[config.mk]
export PLATFORM = sky130hd
export DESIGN_NAME = mm4_datapath
export DESIGN_NICKNAME = d
export VERILOG_FILES = /design/src/hw/rtl/mm4_pkg.sv /design/src/hw/rtl/mm4_datapath.sv
export SDC_FILE = /design/constraint.sdc
export NUM_CORES = 2
export LEC_CHECK = 0
export ABC_AREA = 1
export CELL_PAD_IN_SITES_DETAIL_PLACEMENT = 0
export CELL_PAD_IN_SITES_GLOBAL_PLACEMENT = 1
export CORE_UTILIZATION = 53
export CTS_CLUSTER_DIAMETER = 40
export DETAILED_ROUTE_END_ITERATION = 16
export DONT_BUFFER_PORTS = 1
export PLACE_DENSITY_LB_ADDON = 0.1
export REMOVE_ABC_BUFFERS = 1
export SYNTH_ARGS = -nofsm -noshare
export SYNTH_HDL_FRONTEND = slang
export SYNTH_SLANG_ARGS = --single-unit
[constraint.sdc]
create_clock -name clk -period 10.35 [get_ports clk]
set_clock_uncertainty 0.1 [all_clocks]
set_input_delay 2.07 -clock clk [delete_from_list [all_inputs] [get_ports clk]]
set_output_delay 2.07 -clock clk [all_outputs]
set_load 0.05 [all_outputs]
[src/hw/rtl/mm4_pkg.sv]
package mm4_pkg;

  localparam int ELEM_W    = 32;
  localparam int IDX_W     = 4;
  localparam int FRAC_BITS = 16;
  localparam int PROD_W    = 2 * ELEM_W;

  typedef enum logic {
    MM4_IDLE,
    MM4_ISSUE
  } mm4_state_t;

  typedef struct packed {
    logic store_wr;
    logic issue;
    logic first_k;
    logic last_k;
    logic last_elem;
  } mm4_cmd_t;

endpackage

[src/hw/rtl/mm4_datapath.sv]
module mm4_datapath
  import mm4_pkg::*;
#(
  parameter int DIM        = 4,
  parameter int WORD_WIDTH = 32
) (
  input  logic                     clk,
  input  logic                     rst_n,
  input  mm4_cmd_t                 cmd,
  input  logic [$clog2(DIM)-1:0]   row,
  input  logic [$clog2(DIM)-1:0]   col,
  input  logic [$clog2(DIM)-1:0]   k,
  input  logic                     wr_sel,
  input  logic [IDX_W-1:0]         wr_idx,
  input  logic signed [ELEM_W-1:0] wr_value,
  output logic                     advance,
  output logic                     out_valid,
  input  logic                     out_ready,
  output logic [IDX_W-1:0]         out_index,
  output logic signed [ELEM_W-1:0] out_value,
  output logic                     out_last
);

  localparam int CELLS = DIM * DIM;
  localparam int AW    = $clog2(CELLS);
  localparam int EXT_W = AW + IDX_W;
  localparam int ACC_W = PROD_W + $clog2(DIM);
  localparam int SH_W  = ACC_W - FRAC_BITS;
  localparam logic signed [SH_W-1:0] SAT_MAX =
    {{(SH_W - WORD_WIDTH + 1){1'b0}}, {(WORD_WIDTH - 1){1'b1}}};
  localparam logic signed [SH_W-1:0] SAT_MIN = ~SAT_MAX;

  logic [ELEM_W-1:0] left_mem  [CELLS];
  logic [ELEM_W-1:0] right_mem [CELLS];
  logic [CELLS-1:0]  left_vld_r;
  logic [CELLS-1:0]  right_vld_r;

  logic [EXT_W-1:0] idx_ext;
  logic             in_range;
  logic [AW-1:0]    wr_addr;
  logic [AW-1:0]    left_addr;
  logic [AW-1:0]    right_addr;
  logic [AW-1:0]    pos;

  logic [ELEM_W-1:0] left_rd_r, right_rd_r;
  logic              left_rv_r, right_rv_r;
  logic              s1_vld_r, s1_first_r, s1_last_r, s1_elast_r;
  logic [AW-1:0]     s1_pos_r;

  logic signed [ELEM_W-1:0] left_op, right_op;
  logic signed [PROD_W-1:0] prod_r;
  logic                     s2_vld_r, s2_first_r, s2_last_r, s2_elast_r;
  logic [AW-1:0]            s2_pos_r;

  logic signed [ACC_W-1:0] acc_r, acc_nxt;
  logic                    s3_vld_r, s3_elast_r;
  logic [AW-1:0]           s3_pos_r;

  logic signed [SH_W-1:0] shifted;
  logic signed [SH_W-1:0] sat;

  logic                     out_vld_r;
  logic [IDX_W-1:0]         out_index_r;
  logic signed [ELEM_W-1:0] out_value_r;
  logic                     out_last_r;

  assign advance  = !out_vld_r || out_ready;
  assign idx_ext  = EXT_W'(wr_idx);
  assign in_range = idx_ext < EXT_W'(CELLS);
  assign wr_addr  = idx_ext[AW-1:0];

  assign left_addr  = AW'(row) + AW'(AW'(DIM) * AW'(k));
  assign right_addr = AW'(k) + AW'(AW'(DIM) * AW'(col));
  assign pos        = AW'(row) + AW'(AW'(DIM) * AW'(col));

  always_ff @(posedge clk) begin
    if (cmd.store_wr && in_range) begin
      if (wr_sel) begin
        right_mem[wr_addr] <= wr_value;
      end else begin
        left_mem[wr_addr] <= wr_value;
      end
    end
  end

  always_ff @(posedge clk) begin
    if (!rst_n) begin
      left_vld_r  <= '0;
      right_vld_r <= '0;
    end else if (cmd.store_wr && in_range) begin
      if (wr_sel) begin
        right_vld_r[wr_addr] <= 1'b1;
      end else begin
        left_vld_r[wr_addr] <= 1'b1;
      end
    end
  end

  always_ff @(posedge clk) begin
    if (advance) begin
      left_rd_r  <= left_mem[left_addr];
      right_rd_r <= right_mem[right_addr];
      left_rv_r  <= left_vld_r[left_addr];
      right_rv_r <= right_vld_r[right_addr];
      s1_first_r <= cmd.first_k;
      s1_last_r  <= cmd.last_k;
      s1_elast_r <= cmd.last_elem;
      s1_pos_r   <= pos;
    end
  end

  assign left_op  = left_rv_r  ? $signed(left_rd_r)  : '0;
  assign right_op = right_rv_r ? $signed(right_rd_r) : '0;

  always_ff @(posedge clk) begin
    if (advance) begin
      prod_r     <= $signed(left_op) * $signed(right_op);
      s2_first_r <= s1_first_r;
      s2_last_r  <= s1_last_r;
      s2_elast_r <= s1_elast_r;
      s2_pos_r   <= s1_pos_r;
    end
  end

  always_comb begin
    if (s2_first_r) begin
      acc_nxt = ACC_W'(prod_r);
    end else begin
      acc_nxt = acc_r + ACC_W'(prod_r);
    end
  end

  always_ff @(posedge clk) begin
    if (advance && s2_vld_r) begin
      acc_r      <= acc_nxt;
      s3_elast_r <= s2_elast_r;
      s3_pos_r   <= s2_pos_r;
    end
  end

  assign shifted = SH_W'(acc_r >>> FRAC_BITS);

  always_comb begin
    if (shifted > SAT_MAX) begin
      sat = SAT_MAX;
    end else if (shifted < SAT_MIN) begin
      sat = SAT_MIN;
    end else begin
      sat = shifted;
    end
  end

  always_ff @(posedge clk) begin
    if (advance && s3_vld_r) begin
      out_index_r <= IDX_W'(s3_pos_r);
      out_value_r <= sat[ELEM_W-1:0];
      out_last_r  <= s3_elast_r;
    end
  end

  always_ff @(posedge clk) begin
    if (!rst_n) begin
      s1_vld_r  <= 1'b0;
      s2_vld_r  <= 1'b0;
      s3_vld_r  <= 1'b0;
      out_vld_r <= 1'b0;
    end else if (advance) begin
      s1_vld_r  <= cmd.issue;
      s2_vld_r  <= s1_vld_r;
      s3_vld_r  <= s2_vld_r && s2_last_r;
      out_vld_r <= s3_vld_r;
    end
  end

  assign out_valid = out_vld_r;
  assign out_index = out_index_r;
  assign out_value = out_value_r;
  assign out_last  = out_last_r;

endmodule

## Word level (Yosys, flattened, before mapping)

Memory sizes are Yosys's and may differ from the RTL's. A register that Yosys moved wholly into a read port is not among the register bits.
Cells that the tools add are included.

- Bits in latches: 0
- Register bits: 224
- ROM bits: 0
- Word-level logic and storage cells: 65
- RAM bits: 1024
- Memories kept: 2

- Add/sub/neg operators: 4
- Shift operators: 0
- Multiply operators: 1
- Reductions and logical operators: 9
- Magnitude comparators: 7
- Equality and inequality tests: 0
- Bitwise logic cells: 3
- Mux-type cells: 16
- Div/mod/pow operators: 0

Memories:

| memory | depth | bits a word | rd ports | clocked after Yosys merged registers in | write ports | RTL line | text |
|---|---|---|---|---|---|---|---|
| left_mem | 16 | 32 | 1 | 1 | 1 | mm4_datapath.sv:33 | `logic [ELEM_W-1:0] left_mem [CELLS];` |
| right_mem | 16 | 32 | 1 | 1 | 1 | mm4_datapath.sv:34 | `logic [ELEM_W-1:0] right_mem [CELLS];` |

Operator list:

| operator | count |
|---|---|
| $mux 32 | 3 |
| $add 66x64->66 | 1 |
| $mux 66 | 1 |
| $mul 32x32->64 | 1 |
| $gt 50x32->1 const B | 1 |
| $lt 50x32->1 const B | 1 |
| $or 16x16->16 | 2 |
| $lt 4x5->1 const B | 4 |
| $add 2x4->4 | 3 |
| $mux 1 | 9 |
| $bmux 1 s4 | 2 |
| $logic_and 1x1->1 | 5 |
| $demux 1 s4 | 1 |
| $ge 4x1->1 const B | 1 |
| $reduce_and 2->1 | 2 |
| $logic_not 1->1 | 1 |
| $logic_or 1x1->1 | 1 |
| $not 1->1 | 1 |

## Logic depth before layout (Yosys ltp)

- Depth in word-level cells: 5
- Mapped depth: 34
- Gate-level depth less buffers: 31

## Worst setup path before layout

Ideal clock, no wire load.

- Kind: reg-to-reg
- From: register left_rv_r
- To: register prod_r[63], data pin
- Clock period less this slack: 7788 ps
- Slack: 2562 ps
- Library setup time: 252 ps
- Buffers on the path: 3
- Arrival time: 7436 ps
- Stages on the path, launching flop included: 30
- Required time: 9998 ps
- Path through: edfxtp_1 clkbuf_1 buf_2 nand2_1 clkbuf_1 nor2_1 fa_1 inv_1 fa_1 inv_1 fa_1 fa_1 inv_1 fa_1 inv_1 fa_1 inv_1 fa_1 inv_1 fa_1 ha_1 nand2_1 nor2_1 inv_1 nor2_1 nand2_1 nor3_1 a21oi_1 nand2_1 nand2_1

- Word-level cells in the longest chain between the ends: 2

RTL lines:

| what | RTL line | text |
|---|---|---|
| start: declaration | mm4_datapath.sv:46 | `logic left_rv_r, right_rv_r;` |
| start signal: assignment | mm4_datapath.sv:103 | `left_rv_r <= left_vld_r[left_addr];` |
| $mux 32 | mm4_datapath.sv:112 | `assign left_op = left_rv_r ? $signed(left_rd_r) : '0;` |
| $mul 32x32->64 | mm4_datapath.sv:117 | `prod_r <= $signed(left_op) * $signed(right_op);` |
| end signal: assignment | mm4_datapath.sv:117 |  |
| end: declaration | mm4_datapath.sv:51 | `logic signed [PROD_W-1:0] prod_r;` |

Every way passes these cells.
A chain may end at the register's enable or synchronous reset.

## Final worst setup path

- From: register right_rv_r
- To: register prod_r[59], data pin

- Word-level cells in the longest chain between the ends: 2

RTL lines:

| what | RTL line | text |
|---|---|---|
| start: declaration | mm4_datapath.sv:46 |  |
| start signal: assignment | mm4_datapath.sv:104 | `right_rv_r <= right_vld_r[right_addr];` |
| $mux 32 | mm4_datapath.sv:113 | `assign right_op = right_rv_r ? $signed(right_rd_r) : '0;` |
| $mul 32x32->64 | mm4_datapath.sv:117 |  |

Every way passes these cells.

==> results.sh <==
export IMPL_result_of_the_run="finished, final reports clean"
export IMPL_row_count=152
export IMPL_detail_route_wirelength_mm=285.6
export IMPL_clock_tree_buffer_depth=3
export IMPL_floorplan_die_area_sq_um=175000
export IMPL_p_switching_w=0.008105
export IMPL_worst_slew_margin_rel=0.1633
export IMPL_ys_seq_area_frac=0.4249
export IMPL_post_cts_resize_count=0
export IMPL_synth_cell_area_sq_um=91870
export IMPL_swShare=0.3872
export IMPL_tritoncts="built"
export IMPL_initial_utilization=0.5344
export IMPL_seq_power_share=0.312
export IMPL_final_setup_tns_ps=0
export IMPL_clk_pin_slew_worst_paths_ps=60
export IMPL_globalRoute_totalOverflow=0
export IMPL_die_height_um=418.4
export IMPL_instances_no_fill=11290
export IMPL_post_route_cells_drive_above_1_share=0.05992
export IMPL_p_int_w=0.01282
export IMPL_final_cell_mix="1,523 x sky130_fd_sc_hd__inv_1, 1,344 x sky130_fd_sc_hd__nand2_1, 1,276 x sky130_fd_sc_hd__edfxtp_1, 1,101 x sky130_fd_sc_hd__nor2_1, 1,083 x sky130_fd_sc_hd__fa_1"
export IMPL_area_growth_syn_to_layout_pct=9.946
export IMPL_layout_cell_area_excl_fill_sq_um=101000
export IMPL_drtPass1Iterations=8
export IMPL_hold_path_class="reg -> reg"
export IMPL_numPortBuffers=0
export IMPL_synth_seq_cells=1312
export IMPL_filler_cell_count=14720
export IMPL_max_freq_mhz=108.2
export IMPL_grt_pass1_vias=66210
export IMPL_grt_first_pass_wirelength_mm=425.4
export IMPL_dpl_cell_count=10950
export IMPL_dpl_hpwl_mm=204.4
export IMPL_drv_max_cap_violation_count=0
export IMPL_initial_drc_count=6068
export IMPL_grt_usage=0.3327
export IMPL_critPathKind="reg -> reg"
export IMPL_total_core_area_sq_um=171900
export IMPL_leading_cell_type_in_the_layout_fill_and_taps_excluded="sky130_fd_sc_hd__inv_1"
export IMPL_worst_pin_slew_ps=1255
export IMPL_synth_cell_types=51
export IMPL_finalSetupViolCount=0
export IMPL_setup_repair_after_global_routing_missed_its_margin="no"
export IMPL_clock_root_buffer="sky130_fd_sc_hd__clkbuf_16"
export IMPL_ir_worst_vdd_uv=200.1
export IMPL_n_antenna_cell=0
export IMPL_fp_dieW_um=418.4
export IMPL_antenna_violating_nets_post_route=0
export IMPL_synth_avg_cell_area_sq_um=10.35
export IMPL_synth_cells=8878
export IMPL_global_placement_routability_congestion=1.006
export IMPL_pin_count_of_the_biggest_net_entering_global_routing=398
export IMPL_worst_ep_arrival_time_ps=9660
export IMPL_endpoint_kind="flip-flop"
export IMPL_synthesis_yosys_warnings=0
export IMPL_kind_of_launch_point_of_the_worst_setup_path="flip-flop"
export IMPL_worstSkewPairLatency_ps=850
export IMPL_drt_wirelength_per_cell_um=25.30
export IMPL_slew_violations=0
export IMPL_io_pins=90
export IMPL_htree_levels=4
export IMPL_period_minus_slack_ps=9239
export IMPL_via_count=64270
export IMPL_pwr_share_comb=0.381
export IMPL_postPlaceCellArea_sq_um=94580
export IMPL_cts_post_setup_buffers_inserted=0
export IMPL_cts_hold_buffers=0
export IMPL_cts_sink_count=1312
export IMPL_post_drt_via_cell_ratio=5.694
export IMPL_required_ps=10770
export IMPL_hold_violations=0
export IMPL_drc=0
export IMPL_critical_path_maximum_fanout=24
export IMPL_power_clock_fraction=0.307
export IMPL_finalNetCount=10210
export IMPL_power_per_cell_area_nw_per_um2=207.2
export IMPL_cts_buffers_inserted=183
export IMPL_antenna_violations_before_repair=5
export IMPL_leakage_power_of_the_design_nw=41.94
export IMPL_layout_worst_path_cycle_share=0.8926
==> layer usage <==
metal	global-route usage	vias to the layer above	share of wire
met4	0.1303	4	0.041
met2	0.5489	2429	0.48
li1	-	28630	-
met1	0.4455	32670	0.41
met5	0	-	0.000095
met3	0.04803	540	0.068
==> power groups by stage <==
stage	Combinational, W	Sequential, W	Clock (W)
after detailed placement	0.00793	0.00665	0
after global placement	0.00792	0.00665	0
after floorplan	0.00512	0.00647	0
after global routing	0.00881	0.00654	0.00670
after CTS	0.00798	0.00654	0.00651
final	0.00797	0.00653	0.00643
==> state kept, by name, indices dropped and copies added, names as in the netlist, 4 cells and up <==
register and count:
s1_pos_r 4, right_vld_r 16, left_mem 512, s3_pos_r 4, out_value 32, s2_pos_r 4, acc_r 66, left_rd_r 32
right_rd_r 32, prod_r 64, right_mem 512, out_index 4, left_vld_r 16
==> area by class of cell <==
cell class,count,area (sq um),area share
Clock inverter,125,1717,0.01699
Multi-Input combinational cell,5630,45680,0.4522
Timing Repair Buffer,147,1129,0.01117
Sequential cell,1312,39040,0.3865
Inverter,1553,5849,0.05791
Clock buffer,211,4715,0.04667
Tap cell,2310,2890,0.02861
==> critical path, stage by stage, from the launching register on <==
cell and delay [ps]:
sky130_fd_sc_hd__edfxtp_1 530, sky130_fd_sc_hd__buf_4 260, sky130_fd_sc_hd__nand2_1 70, sky130_fd_sc_hd__buf_4 350, sky130_fd_sc_hd__clkinv_1 770, sky130_fd_sc_hd__nand2_1 270
sky130_fd_sc_hd__fa_1 480, sky130_fd_sc_hd__fa_1 380, sky130_fd_sc_hd__inv_1 110, sky130_fd_sc_hd__fa_1 460, sky130_fd_sc_hd__fa_1 830, sky130_fd_sc_hd__inv_1 400
sky130_fd_sc_hd__fa_1 600, sky130_fd_sc_hd__inv_1 60, sky130_fd_sc_hd__fa_1 540, sky130_fd_sc_hd__inv_1 50, sky130_fd_sc_hd__fa_1 480, sky130_fd_sc_hd__inv_1 50
sky130_fd_sc_hd__fa_1 450, sky130_fd_sc_hd__ha_1 390, sky130_fd_sc_hd__a21oi_1 280, sky130_fd_sc_hd__a21boi_0 340, sky130_fd_sc_hd__o21ai_0 210, sky130_fd_sc_hd__nand2_1 90
sky130_fd_sc_hd__nand2_1 50, sky130_fd_sc_hd__a21oi_1 110, sky130_fd_sc_hd__nand2_1 80, sky130_fd_sc_hd__xor2_1 140
==> final timing paths <==
path	startpoint	to	slack, ps	depth (start not counted)
setup / recovery	right_rv_r$_DFFE_PN_	prod_r[59]$_DFFE_PN_	1110	27
setup reg to reg	right_rv_r$_DFFE_PN_	prod_r[59]$_DFFE_PN_	1110	27
hold / removal	s3_pos_r[2]$_DFFE_PP_	out_index[2]$_DFFE_PP_	310	0
hold reg to reg	s3_pos_r[2]$_DFFE_PP_	out_index[2]$_DFFE_PP_	310	0
==> synth_stat cells (all sizes together) <==
library cell     n  area (sq um)
or2             17         106.4
nand3b          20         150.1
edfxtp        1276         38320
a41oi            1         8.760
o31ai            7         57.55
o21bai          25         187.7
a31oi            4         25.02
a21boi           9         67.56
nand3          199          1011
xor2            42         367.9
o21a            31         232.7
mux2i          132          1321
nand4           32         200.2
a31o             1         8.760
dfxtp           36         720.7
nor3            20         105.1
inv           1532          5751
fa            1083         21680
ha             249          3115
a21o            14         106.4
nor4            15         100.1
and3             2         12.51
clkbuf         273          1025
nand2         1357          5126
clkinv          21         78.83
a21oi          322          1623
o221ai         103         902.1
buf            110         579.3
nand2b           1         6.260
o22ai           29         181.4
xnor2           19         166.4
o21ai          585          2939
o211ai         166          1261
nor2          1145          4333
==> stage by stage <==
step           worst slack, ps  utilization  power, W  hold WS, ps
2_1_floorplan             2233            -   0.01159        300.3
3_5_place_dp              1143       0.5501   0.01458        305.2
6_report                  1111       0.5875   0.02093        311.2
4_1_cts                   1164       0.5875   0.02103        318.8
5_1_grt                  686.1       0.5875   0.02206        321.7
3_3_place_gp              1292       0.5501   0.01457        301.2
==> cells by family after synthesis <==
group	synth area share
AND/OR/NAND/NOR	0.1214
flip-flops	0.4249
adder cells (fa/ha/maj)	0.2699
buffers and inverters	0.08091
multiplexers	0.01438
XOR/XNOR	0.005815
AO/OA/AOI/OAI	0.08273
Power figures use the tool's default switching activity.
