--- config.mk ---
export PLATFORM = sky130hd
export DESIGN_NAME = mm4_ctrl
export DESIGN_NICKNAME = d
export VERILOG_FILES = /design/src/hw/rtl/mm4_pkg.sv /design/src/hw/rtl/mm4_ctrl.sv
export SDC_FILE = /design/constraint.sdc
export NUM_CORES = 1
export LEC_CHECK = 0
export BUFFER_PORTS_ARGS = -buffer_cell sky130_fd_sc_hd__buf_4
export CAP_MARGIN = 20
export CORE_AREA = 2 2 39 41
export CTS_CLUSTER_DIAMETER = 50
export CTS_CLUSTER_SIZE = 40
export DETAILED_ROUTE_END_ITERATION = 10
export DIE_AREA = 0 0 41 43
export PLACE_DENSITY = 0.56
export SLEW_MARGIN = 25
export SYNTH_ARGS = -nofsm -noshare
export SYNTH_HDL_FRONTEND = slang
export SYNTH_SLANG_ARGS = --single-unit
--- constraint.sdc ---
create_clock -name clk -period 1 [get_ports clk]
set_input_delay 0.15 -clock clk [delete_from_list [all_inputs] [get_ports clk]]
set_output_delay 0.15 -clock clk [all_outputs]
set_load 0.02 [all_outputs]
--- src/hw/rtl/mm4_pkg.sv ---
package mm4_pkg;

  localparam int ELEM_W    = 32;
  localparam int IDX_W     = 4;
  localparam int FRAC_BITS = 16;
  localparam int PROD_W    = 2 * ELEM_W;

  typedef enum logic {
    MM4_IDLE,
    MM4_ISSUE
  } mm4_state_t;

  typedef struct packed {
    logic store_wr;
    logic issue;
    logic first_k;
    logic last_k;
    logic last_elem;
  } mm4_cmd_t;

endpackage

--- src/hw/rtl/mm4_ctrl.sv ---
module mm4_ctrl
  import mm4_pkg::*;
#(
  parameter int DIM = 4
) (
  input  logic                   clk,
  input  logic                   rst_n,
  input  logic                   in_valid,
  input  logic                   compute_after,
  output logic                   in_ready,
  input  logic                   advance,
  output mm4_cmd_t               cmd,
  output logic [$clog2(DIM)-1:0] row,
  output logic [$clog2(DIM)-1:0] col,
  output logic [$clog2(DIM)-1:0] k
);

  localparam int CNT_W = $clog2(DIM);
  localparam logic [CNT_W-1:0] CNT_LAST = CNT_W'(DIM - 1);

  mm4_state_t       state_r, state_nxt;
  logic [CNT_W-1:0] k_r, k_nxt;
  logic [CNT_W-1:0] row_r, row_nxt;
  logic [CNT_W-1:0] col_r, col_nxt;

  always_ff @(posedge clk) begin
    if (!rst_n) begin
      state_r <= MM4_IDLE;
      k_r     <= '0;
      row_r   <= '0;
      col_r   <= '0;
    end else begin
      state_r <= state_nxt;
      k_r     <= k_nxt;
      row_r   <= row_nxt;
      col_r   <= col_nxt;
    end
  end

  always_comb begin
    state_nxt = state_r;
    k_nxt     = k_r;
    row_nxt   = row_r;
    col_nxt   = col_r;
    cmd       = '0;
    in_ready  = 1'b0;
    unique case (state_r)
      MM4_IDLE: begin
        in_ready     = 1'b1;
        cmd.store_wr = in_valid;
        if (in_valid && compute_after) begin
          state_nxt = MM4_ISSUE;
          k_nxt     = '0;
          row_nxt   = '0;
          col_nxt   = '0;
        end
      end
      MM4_ISSUE: begin
        cmd.issue     = 1'b1;
        cmd.first_k   = (k_r == '0);
        cmd.last_k    = (k_r == CNT_LAST);
        cmd.last_elem = (row_r == CNT_LAST) && (col_r == CNT_LAST);
        if (advance) begin
          if (k_r != CNT_LAST) begin
            k_nxt = k_r + 1'b1;
          end else begin
            k_nxt = '0;
            if (row_r != CNT_LAST) begin
              row_nxt = row_r + 1'b1;
            end else begin
              row_nxt = '0;
              if (col_r != CNT_LAST) begin
                col_nxt = col_r + 1'b1;
              end else begin
                col_nxt   = '0;
                state_nxt = MM4_IDLE;
              end
            end
          end
        end
      end
      default: begin
        state_nxt = MM4_IDLE;
      end
    endcase
  end

  assign row = row_r;
  assign col = col_r;
  assign k   = k_r;

endmodule

# After elaboration in Yosys (flattened, before gate mapping)
# Index checks and enable logic that the tools add are counted.
classes:
  n_eq_ne: 10
  n_bitwise: 1
  n_addsub: 3
  multipliers: 0
  shift: 0
  n_lt_le_gt_ge: 0
  n_reduce_logical: 6
  n_div: 0
  mux: 22
op_table:
  columns: ["op", "count"]
  rows:
  - ["$mux W2", 10]
  - ["$ne A2 B2 Y1 const B", 7]
  - ["$pmux W2 S2", 3]
  - ["$mux W1", 7]
  - ["$add A2 B1 Y2 const B", 3]
  - ["$eq A2 B2 Y1 const B", 3]
  - ["$mux W4", 1]
  - ["$reduce_and A4 Y1", 1]
  - ["$reduce_and A3 Y1", 1]
  - ["$logic_and A1 B1 Y1", 2]
  - ["$logic_not A2 Y1", 1]
  - ["$pmux W1 S2", 1]
  - ["$reduce_and A2 Y1", 1]
  - ["$not A1 Y1", 1]
word_totals:
  ram_bits: 0
  n_memories: 0
  rom_bits: 0
  latch_bits: 0
  regBits: 7
  elab_cells: 46
  output_inout_bits: 12
  input_bits: 5

# Logic depth before layout (Yosys ltp)
# Gate-level depths: netlist of the first run.
logic_depth:
  depth_word: 6
  mapped_depth: 4
  mapped_depth_nobuf: 4

# Least setup slack after synthesis of the first run
# OpenSTA, ideal clock, no wires.
synth_path:
  path_kind: "register -> register"
  startpoint: "register k_r[0], in the netlist k[0]"
  endpoint: "register col_r[0], in the netlist col[0]"
  path_slack_ns: -0.193
  stages_incl_launch_ff: 5
  period_less_slack_ns: 1.193
  required_ns: 0.930
  path_buffers: 0
  t_arrival_ns: 1.123
  setup_ns: 0.070
  path_cell_list: "dfxtp_1 > ha_1 > nand4_1 > or2_0 > a21oi_1"
synth_between:
  elab_chain_len: 3
synth_rtl:
  columns: ["item", "line_no", "source"]
  rows:
  - ["from (decl)", "mm4_ctrl.sv:22", "logic [CNT_W-1:0] k_r, k_nxt;"]
  - ["from (signal assigned)", "mm4_ctrl.sv:34", "k_r <= k_nxt;"]
  - ["$ne A2 B2 Y1", "mm4_ctrl.sv:64", "if (k_r != CNT_LAST) begin"]
  - ["$ne A2 B2 Y1 (no source line)", null, null]
  - ["$reduce_and A4 Y1 (no source line)", null, null]
  - ["to (signal assigned)", "mm4_ctrl.sv:36", "col_r <= col_nxt;"]
  - ["to (decl)", "mm4_ctrl.sv:24", "logic [CNT_W-1:0] col_r, col_nxt;"]
# No other way between the ends.
# A chain may end at the register's enable or synchronous reset.

==> impl_metrics.py, run 1 <==
metrics = {
    "run_status": {
        "status": "finished with violations",
        "violations": "negative setup slack",
    },
    "routing": {
        "viasPerCell": 4.86,
        "ant_nets": 0,
        "drc_errors": 0,
        "wl_per_cell_um": 12.5,
        "finalWirelength_um": 1150,
        "via_count": 447,
        "dr.pass1.iters": 4,
        "initialDrtViolationCount": 5,
    },
    "sta": {
        "fin_crit_ps": 1210,
        "setup_violations": 11,
        "tightestPinTransition_ps": 229,
        "drv_slew": 0,
        "finalHoldViolCount": 0,
        "timing.fmax_mhz": 825,
        "worst_slack_ps": -212,
        "finalCritPeriodShare_pct": 121,
        "max_slew_margin_pct": 84.7,
        "rsz0062_at_grt": "yes",
        "skew_ps": 1.07,
        "fin_worst_hold_slack_ps": 190,
    },
    "clock_tree": {
        "clockBufferDepth": 2,
        "tritoncts": "yes",
        "clk_latency_ps": 250,
        "cts.reportedPaths.clkPinSlew_ps": 50,
        "cts.root.buffer_cell": "clkbuf_4",
        "htreeDepth": 1,
        "cts_buffers": 3,
        "clock_sinks": 7,
    },
    "pwr": {
        "intPower_uw": 502,
        "powerDensity_nw_per_um2": 859,
        "comb_power_share_pct": 22.0,
        "irDropWorstVdd_v": 0.000500,
        "p_sw_uw": 189,
        "clkPwrFrac_pct": 37.1,
        "seqPwrFrac_pct": 41.0,
        "swShare_pct": 27.3,
        "p_leak_nw": 0.337,
    },
    "floorplan": {
        "die_height_um": 43,
        "dieWidth_um": 41,
        "start_util_pct": 27.1,
        "fp-row-count": 14,
        "core_um2": 1380,
        "dieArea_um2": 1760,
        "ioPinCount": 17,
    },
    "yosys": {
        "ys.flop_type": "dfxtp_1",
        "synth.ff_latch_count": 7,
        "syn_area_um2": 375,
        "synth_edf_count": 0,
        "postSynthAreaPerCell_um2": 8.34,
        "synthArstFlopShare_pct": 0,
        "syn_nets": 54,
        "synth-seq-area-share_pct": 37.3,
        "ys.warnings.count": 0,
        "syn_inst": 45,
        "synth_cell_types": 17,
    },
    "cells_and_area": {
        "fin_util_pct": 58.1,
        "final_cell_mix": "buf_4 (15), buf_6 (14), nand4_1 (5), dfxtp_4 (5), ha_4 (4)",
        "layout-drive-gt1-share_pct": 69.7,
        "layout.nets": 86,
        "fin_area_um2": 805,
        "layout_commonest_cell": "buf_4",
        "final_cells": 92,
        "syn2layout_area_growth_pct": 114,
        "n_antenna_cell": 0,
    },
    "setup_path": {
        "worstSetupEndpointType": "output pin",
        "start_kind": "flip-flop",
        "ff2ff_setup_slack_ps": -130,
        "endpoint": "cmd[2]",
        "r2r_end": "col[0]",
        "crit_type": "flip-flop to output pin",
        "r2r_cells": 4,
        "regToRegStartpoint": "row[1]",
        "worst-path-max-fanout": 3,
        "cp.arrival_ps": 1060,
        "crit_start": "k[0]",
        "cp.required_ps": 850,
    },
    "min_path": {
        "hold_class": "primary input to flip-flop",
    },
    "global_route": {
        "antenna_found_initial": 0,
        "overflow": 0,
        "grt_pass1_vias": 398,
        "grt_max_degree": 8,
        "track_usage_pct": 14.6,
        "grt_pass1_wl_um": 1660,
    },
    "placed_design": {
        "place_ws_ps": -111,
        "gp_congestion": 0.740,
        "place_inst": 82,
        "io_buffers": 16,
        "place_area_um2": 583,
        "place_hpwl_um": 737,
    },
    "job": {
        "cap_viol_max_count": 0,
    },
}
==> timing repair <==
item | CTS | global route
hold buffers | 0 | 0
endpoints found under the setup margin | 13 | 16
pin swaps | 5 | 5
resized for setup | 29 | 13
setup buffers | 3 | 4
==> power groups by stage <==
stage / Clock, mW / Combinational (mW) / Sequential (mW)
after floorplan: 0 / 0.0510 / 0.291
after global placement: 0 / 0.104 / 0.290
after detailed placement: 0 / 0.103 / 0.291
after CTS: 0.277 / 0.134 / 0.283
after global routing: 0.290 / 0.163 / 0.284
final: 0.256 / 0.152 / 0.283
==> critical path, stage by stage, from the launching register on <==
cell	delay [ps]
dfxtp_4	360
inv_2	50
ha_4	150
and2_4	130
buf_6	120
==> cell type report <==
class	instances	area, um^2
Timing Repair Buffer	29	270
Tap cell	16	20.0
Sequential cell	7	161
Multi-Input combinational cell	31	303
Clock buffer	4	26.3
Inverter	5	23.8
Fill cell	123	579
==> how the worst min path moves through the flow <==
stage / start / end / cells after the start
detailed placement: advance / k[1] / 3
finish: rst_n / row[1] / 3
floorplan: rst_n / row[1] / 2
global placement: advance / k[1] / 3
global route: rst_n / row[1] / 3
CTS: rst_n / row[1] / 3
==> sequential cells by signal (all words and copies together), names as in the netlist <==
signal	count
state_r	1
k	2
row	2
col	2
==> through the flow <==
stage | power [mW] | TNS [ps]
floorplan | 0.342 | -81.4
global placement | 0.394 | -159
detailed placement | 0.394 | -204
CTS | 0.693 | -965
global route | 0.736 | -1500
finish | 0.691 | -950
==> synthesized netlist by cell type, types with 2 or more instances <==
| cell | count | share of area (%) |
|---|---|---|
| inv_1 | 5 | 5.0 |
| nand4_1 | 5 | 8.3 |
| dfxtp_1 | 7 | 37 |
| o21ai_0 | 2 | 2.7 |
| nand3_1 | 3 | 4.0 |
| ha_1 | 4 | 13 |
| nor2_1 | 2 | 2.0 |
| buf_4 | 2 | 4.0 |
| a21oi_1 | 4 | 5.3 |
| and2_1 | 2 | 3.3 |
| nand2_1 | 2 | 2.0 |
| o31ai_1 | 2 | 4.0 |
==> kinds of logic after synthesis <==
logic type / share of synthesized area (%)
AO/OA/AOI/OAI: 14.0
adder cells (fa/ha/maj): 13.3
buffers and inverters: 9.00
flip-flops: 37.3
AND/OR/NAND/NOR: 26.3
==> metal layers <==
metal / track usage [%] / share of wire (%) / routed length [um] / vias up
met4: 10.0 / 1.7 / 19 / 0
met2: 21.6 / 51 / 580 / 13
met1: 16.8 / 43 / 490 / 207
met3: 4.71 / 4.9 / 56 / 2
li1: - / - / - / 225
met5: 0 / 0 / 0 / -
Power figures use the tool's default switching activity.
==> inputs of run 2 (changes only) <==
--- a/config.mk
+++ b/config.mk
@@ -5,14 +5,14 @@
 export SDC_FILE = /design/constraint.sdc
 export NUM_CORES = 1
 export LEC_CHECK = 0
-export BUFFER_PORTS_ARGS = -buffer_cell sky130_fd_sc_hd__buf_4
-export CAP_MARGIN = 20
+export CAP_MARGIN = 15
 export CORE_AREA = 2 2 39 41
 export CTS_CLUSTER_DIAMETER = 50
 export CTS_CLUSTER_SIZE = 40
 export DETAILED_ROUTE_END_ITERATION = 10
 export DIE_AREA = 0 0 41 43
-export PLACE_DENSITY = 0.56
+export DONT_BUFFER_PORTS = 1
+export PLACE_DENSITY = 0.45
 export SLEW_MARGIN = 25
 export SYNTH_ARGS = -nofsm -noshare
 export SYNTH_HDL_FRONTEND = slang
==> constraint.sdc (replaced) <==
create_clock -name clk -period 1.1 [get_ports clk]
set_input_delay 0.165 -clock clk [delete_from_list [all_inputs] [get_ports clk]]
set_output_delay 0.165 -clock clk [all_outputs]
set_load 0.02 [all_outputs]
==> run 2 against run 1 <==
Against the previous run: the run still ends with negative setup slack left; sequential power decreased by 6%; clock skew about the same; utilization decreased by 17 points; hold slack lost 130 ps; first-iteration DRC count up 60%; design area fell by 30%; count of clock-buffer cells in the layout unchanged; worst setup slack better by 180 ps; die area stayed put; critical path depth fell by 2; combinational power is 50% lower; sequential share of layout area increased by 6.8 points; critical endpoint is now cmd[1]; largest power group unchanged; highest routed layer unchanged.
==> impl_metrics.py, run 2 (synthesis results as in run 1) <==
metrics = {
    "sta": {
        "tns_ps": -109,
        "fin_worst_hold_slack_ps": 58.1,
        "tightestPinTransition_ps": 218,
        "rsz0062_at_grt": "yes",
        "finalHoldViolCount": 0,
        "finalCritPeriodShare_pct": 103,
        "fin_crit_ps": 1140,
        "setup_violations": 4,
        "max_slew_margin_pct": 85.4,
        "timing.fmax_mhz": 880,
        "skew_ps": 1.12,
        "drv_slew": 0,
        "worst_slack_ps": -36.2,
    },
    "clock_tree": {
        "cts.reportedPaths.clkPinSlew_ps": 60,
        "htreeDepth": 1,
        "clock_sinks": 7,
        "clockBufferDepth": 2,
        "cts.root.buffer_cell": "clkbuf_4",
        "cts_hold_buf": 0,
        "cts_buffers": 3,
        "tritoncts": "yes",
        "clk_latency_ps": 250,
    },
    "routing": {
        "dr.pass1.iters": 3,
        "wl_per_cell_um": 12.8,
        "initialDrtViolationCount": 8,
        "via_count": 362,
        "viasPerCell": 4.83,
        "drc_errors": 0,
        "ant_nets": 0,
        "finalWirelength_um": 963,
    },
    "setup_path": {
        "worst-path-max-fanout": 3,
        "crit_start": "k[0]",
        "worstSetupEndpointType": "output pin",
        "start_kind": "flip-flop",
        "cp.required_ps": 940,
        "crit_type": "flip-flop to output pin",
        "regToRegStartpoint": "k[0]",
        "cp.arrival_ps": 970,
    },
    "cells_and_area": {
        "layout.nets": 69,
        "layout-drive-gt1-share_pct": 55.9,
        "n_antenna_cell": 0,
        "final_cell_mix": "buf_4 (12), dfxtp_2 (6), nand4_1 (5)",
        "syn2layout_area_growth_pct": 50.0,
        "layout_commonest_cell": "buf_4",
    },
    "job": {
        "cap_viol_max_count": 0,
    },
    "floorplan": {
        "start_util_pct": 27.1,
        "dieWidth_um": 41,
        "fp-row-count": 14,
        "dieArea_um2": 1760,
        "ioPinCount": 17,
        "die_height_um": 43,
        "core_um2": 1380,
    },
    "min_path": {
        "hold_class": "primary input to flip-flop",
        "min_from": "rst_n",
    },
    "pwr": {
        "irDropWorstVdd_v": 0.000418,
        "powerDensity_nw_per_um2": 1040,
        "p_leak_nw": 0.235,
    },
    "global_route": {
        "antenna_found_initial": 0,
        "track_usage_pct": 13.4,
        "grt_pass1_vias": 354,
        "grt_pass1_wl_um": 1500,
        "grt_max_degree": 11,
        "overflow": 0,
    },
    "placed_design": {
        "gp_congestion": 0.671,
        "io_buffers": 0,
        "place_hpwl_um": 693,
    },
    "run_status": {
        "status": "finished with violations",
        "violations": "negative setup slack",
    },
}
## run 2: stage by stage
stage	util (%)	power [mW]	instance area, um^2	setup slack (ps)	instances
floorplan	-	0.318	379	-73.7	45
detailed placement	33.7	0.341	467	8.48	70
finish	40.7	0.586	563	-36.2	75
global route	40.7	0.629	563	-78.5	75
CTS	39.8	0.590	551	-45.8	74
global placement	33.7	0.342	467	15.2	70
## run 2: critical path: stages, from the launching register on
cell and delay [ps]:
dfxtp_2 350, ha_2 190, and2_4 170
## run 2: layout make-up
type | instances | area [um^2]
Sequential cell | 7 | 151
Fill cell | 154 | 821
Clock buffer | 4 | 26.3
Timing Repair Buffer | 12 | 90.1
Multi-Input combinational cell | 31 | 256
Inverter | 5 | 18.8
Tap cell | 16 | 20.0
## run 2: final timing paths
path / end / slack (ps) / depth (start not counted)
min reg2reg: k[1] / 490 / 2
max reg2reg: col[0] / -20 / 4
max: cmd[1] / -40 / 2
min: row[1] / 60 / 2
## run 2: power by group
part / switching [mW] / internal, mW / leakage (nW)
sequential: 0.00845 / 0.258 / 0.0604
clock: 0.104 / 0.139 / 0.0150
combinational: 0.0419 / 0.0341 / 0.160
total: 0.155 / 0.432 / 0.235
## run 2: layer usage
metal	wire, um	track usage, %	up-vias	part of all wire (%)
met4	13	12.0	0	1.3
met5	0	0	-	0
met2	479	19.4	11	50
met3	74	2.62	2	7.7
li1	-	-	187	-
met1	395	15.6	162	41
## run 2: repair_timing
action                     CTS  global route
hold endpoints to repair     0             0
resized for setup           22             1
setup endpoints to repair    7             7
buffers inserted             0             1
pin swaps                    3             1
==> inputs of run 3 (changes only) <==
--- a/config.mk
+++ b/config.mk
@@ -7,6 +7,7 @@
 export LEC_CHECK = 0
 export CAP_MARGIN = 15
 export CORE_AREA = 2 2 39 41
+export CTS_BUF_LIST = sky130_fd_sc_hd__clkbuf_4
 export CTS_CLUSTER_DIAMETER = 50
 export CTS_CLUSTER_SIZE = 40
 export DETAILED_ROUTE_END_ITERATION = 10
==> run 3 against run 2 <==
Against the previous run: the run still ends with negative setup slack left; sequential share of layout area decreased by 0.18 points; combinational power about the same; count of clock-buffer cells in the layout unchanged; global-route usage unchanged; critical path depth unchanged; non-clock buffer count unchanged.
==> impl_metrics.py, run 3 (synthesis results as in run 1) <==
metrics = {
    "run_status": {
        "status": "finished with violations",
        "violations": "negative setup slack",
    },
    "sta": {
        "worst_slack_ps": -31.7,
        "rsz0062_at_grt": "yes",
        "finalHoldViolCount": 0,
        "skew_ps": 0.569,
        "timing.fmax_mhz": 884,
        "fin_crit_ps": 1130,
        "tightestPinTransition_ps": 218,
        "max_slew_margin_pct": 85.4,
        "finalCritPeriodShare_pct": 103,
        "tns_ps": -92.5,
        "setup_violations": 4,
        "drv_slew": 0,
        "fin_worst_hold_slack_ps": 59.6,
    },
    "global_route": {
        "antenna_found_initial": 0,
        "track_usage_pct": 13.4,
        "grt_pass1_wl_um": 1510,
        "grt_max_degree": 11,
        "grt_pass1_vias": 358,
        "overflow": 0,
    },
    "job": {
        "cap_viol_max_count": 0,
    },
    "cells_and_area": {
        "final_cell_mix": "buf_4 (12), dfxtp_2 (6), nand4_1 (5)",
        "fin_area_um2": 567,
        "final_cells": 75,
        "syn2layout_area_growth_pct": 51.0,
        "layout_commonest_cell": "buf_4",
        "n_antenna_cell": 0,
        "layout-drive-gt1-share_pct": 57.6,
        "layout.nets": 69,
        "fin_util_pct": 41.0,
        "nFillCells": 155,
        "multiInputGateArea_um2": 256,
        "seqCellArea_um2": 151,
    },
    "pwr": {
        "p_total_uw": 605,
        "powerDensity_nw_per_um2": 1070,
        "p_leak_nw": 0.238,
        "irDropWorstVdd_v": 0.000491,
    },
    "clock_tree": {
        "tritoncts": "yes",
        "htreeDepth": 1,
        "cts.reportedPaths.clkPinSlew_ps": 50,
        "cts_hold_buf": 0,
        "clockBufferDepth": 2,
        "clk_latency_ps": 250,
        "cts.root.buffer_cell": "clkbuf_4",
        "clock_sinks": 7,
        "cts_buffers": 3,
    },
    "floorplan": {
        "fp-row-count": 14,
        "start_util_pct": 27.1,
        "core_um2": 1380,
        "die_height_um": 43,
        "ioPinCount": 17,
        "dieArea_um2": 1760,
        "dieWidth_um": 41,
    },
    "placed_design": {
        "gp_congestion": 0.671,
        "place_inst": 70,
        "io_buffers": 0,
        "place_area_um2": 467,
        "place_hpwl_um": 693,
        "place_ws_ps": 8.48,
    },
    "routing": {
        "initialDrtViolationCount": 7,
        "wl_per_cell_um": 12.7,
        "top_layer": "met4",
        "wl_met3_um": 74,
        "wl_met2_um": 477,
        "finalWirelength_um": 956,
        "ant_nets": 0,
        "viasPerCell": 4.80,
        "via_count": 360,
        "drt-met1-wl_um": 390,
        "dr.pass1.iters": 2,
        "drc_errors": 0,
    },
    "setup_path": {
        "start_kind": "flip-flop",
        "worst-path-max-fanout": 3,
        "crit_chain": "ha_2 > and2_4",
        "critPathMaxStageDelay_ps": 350,
        "crit_type": "flip-flop to output pin",
        "crit_slowest_cell": "dfxtp_2",
        "cp.arrival_ps": 970,
        "worstSetupEndpointType": "output pin",
        "cp.required_ps": 940,
    },
    "min_path": {
        "hold_class": "primary input to flip-flop",
    },
}
==> run 3: path summary, 6_finish.rpt <==
check,start,to,slack (ps),cells past startpoint
max,k[0],cmd[1],-30,2
min,rst_n,row[1],60,2
max reg2reg,k[0],col[0],-10,4
min reg2reg,k[1],k[1],490,2
==> run 3: layer usage <==
metal  vias to the layer above  GRT usage [%]
met1                       161           15.6
met2                        11           19.4
met3                         2           2.62
li1                        186              -
met4                         0           12.0
met5                         -              0
==> run 3: what timing repair did <==
item,4_1_cts,5_1_grt
pin swaps,3,1
hold endpoints to repair,0,0
gates resized for setup,22,1
endpoints found under the setup margin,7,7
buffers inserted,0,1
==> run 3: layout make-up <==
cell class,count,area share [%]
multi-input combinational,31,45.3
sequential,7,26.7
timing repair buffer,12,15.9
clock buffer,4,5.30
tap,16,3.53
inverter,5,3.31
==> run 3: where the power goes <==
group / leakage (nW) / internal [mW] / switching, mW
combinational: 0.160 / 0.0341 / 0.0418
sequential: 0.0604 / 0.258 / 0.00843
clock: 0.0184 / 0.163 / 0.0993
total: 0.238 / 0.456 / 0.150
==> run 3: critical path: cells and delay by family, from the launching register on <==
kind / cells / cell delay, ps
adder cells (fa/ha/maj): 1 / 190
AND/OR/NAND/NOR: 1 / 170
flip-flops: 1 / 350
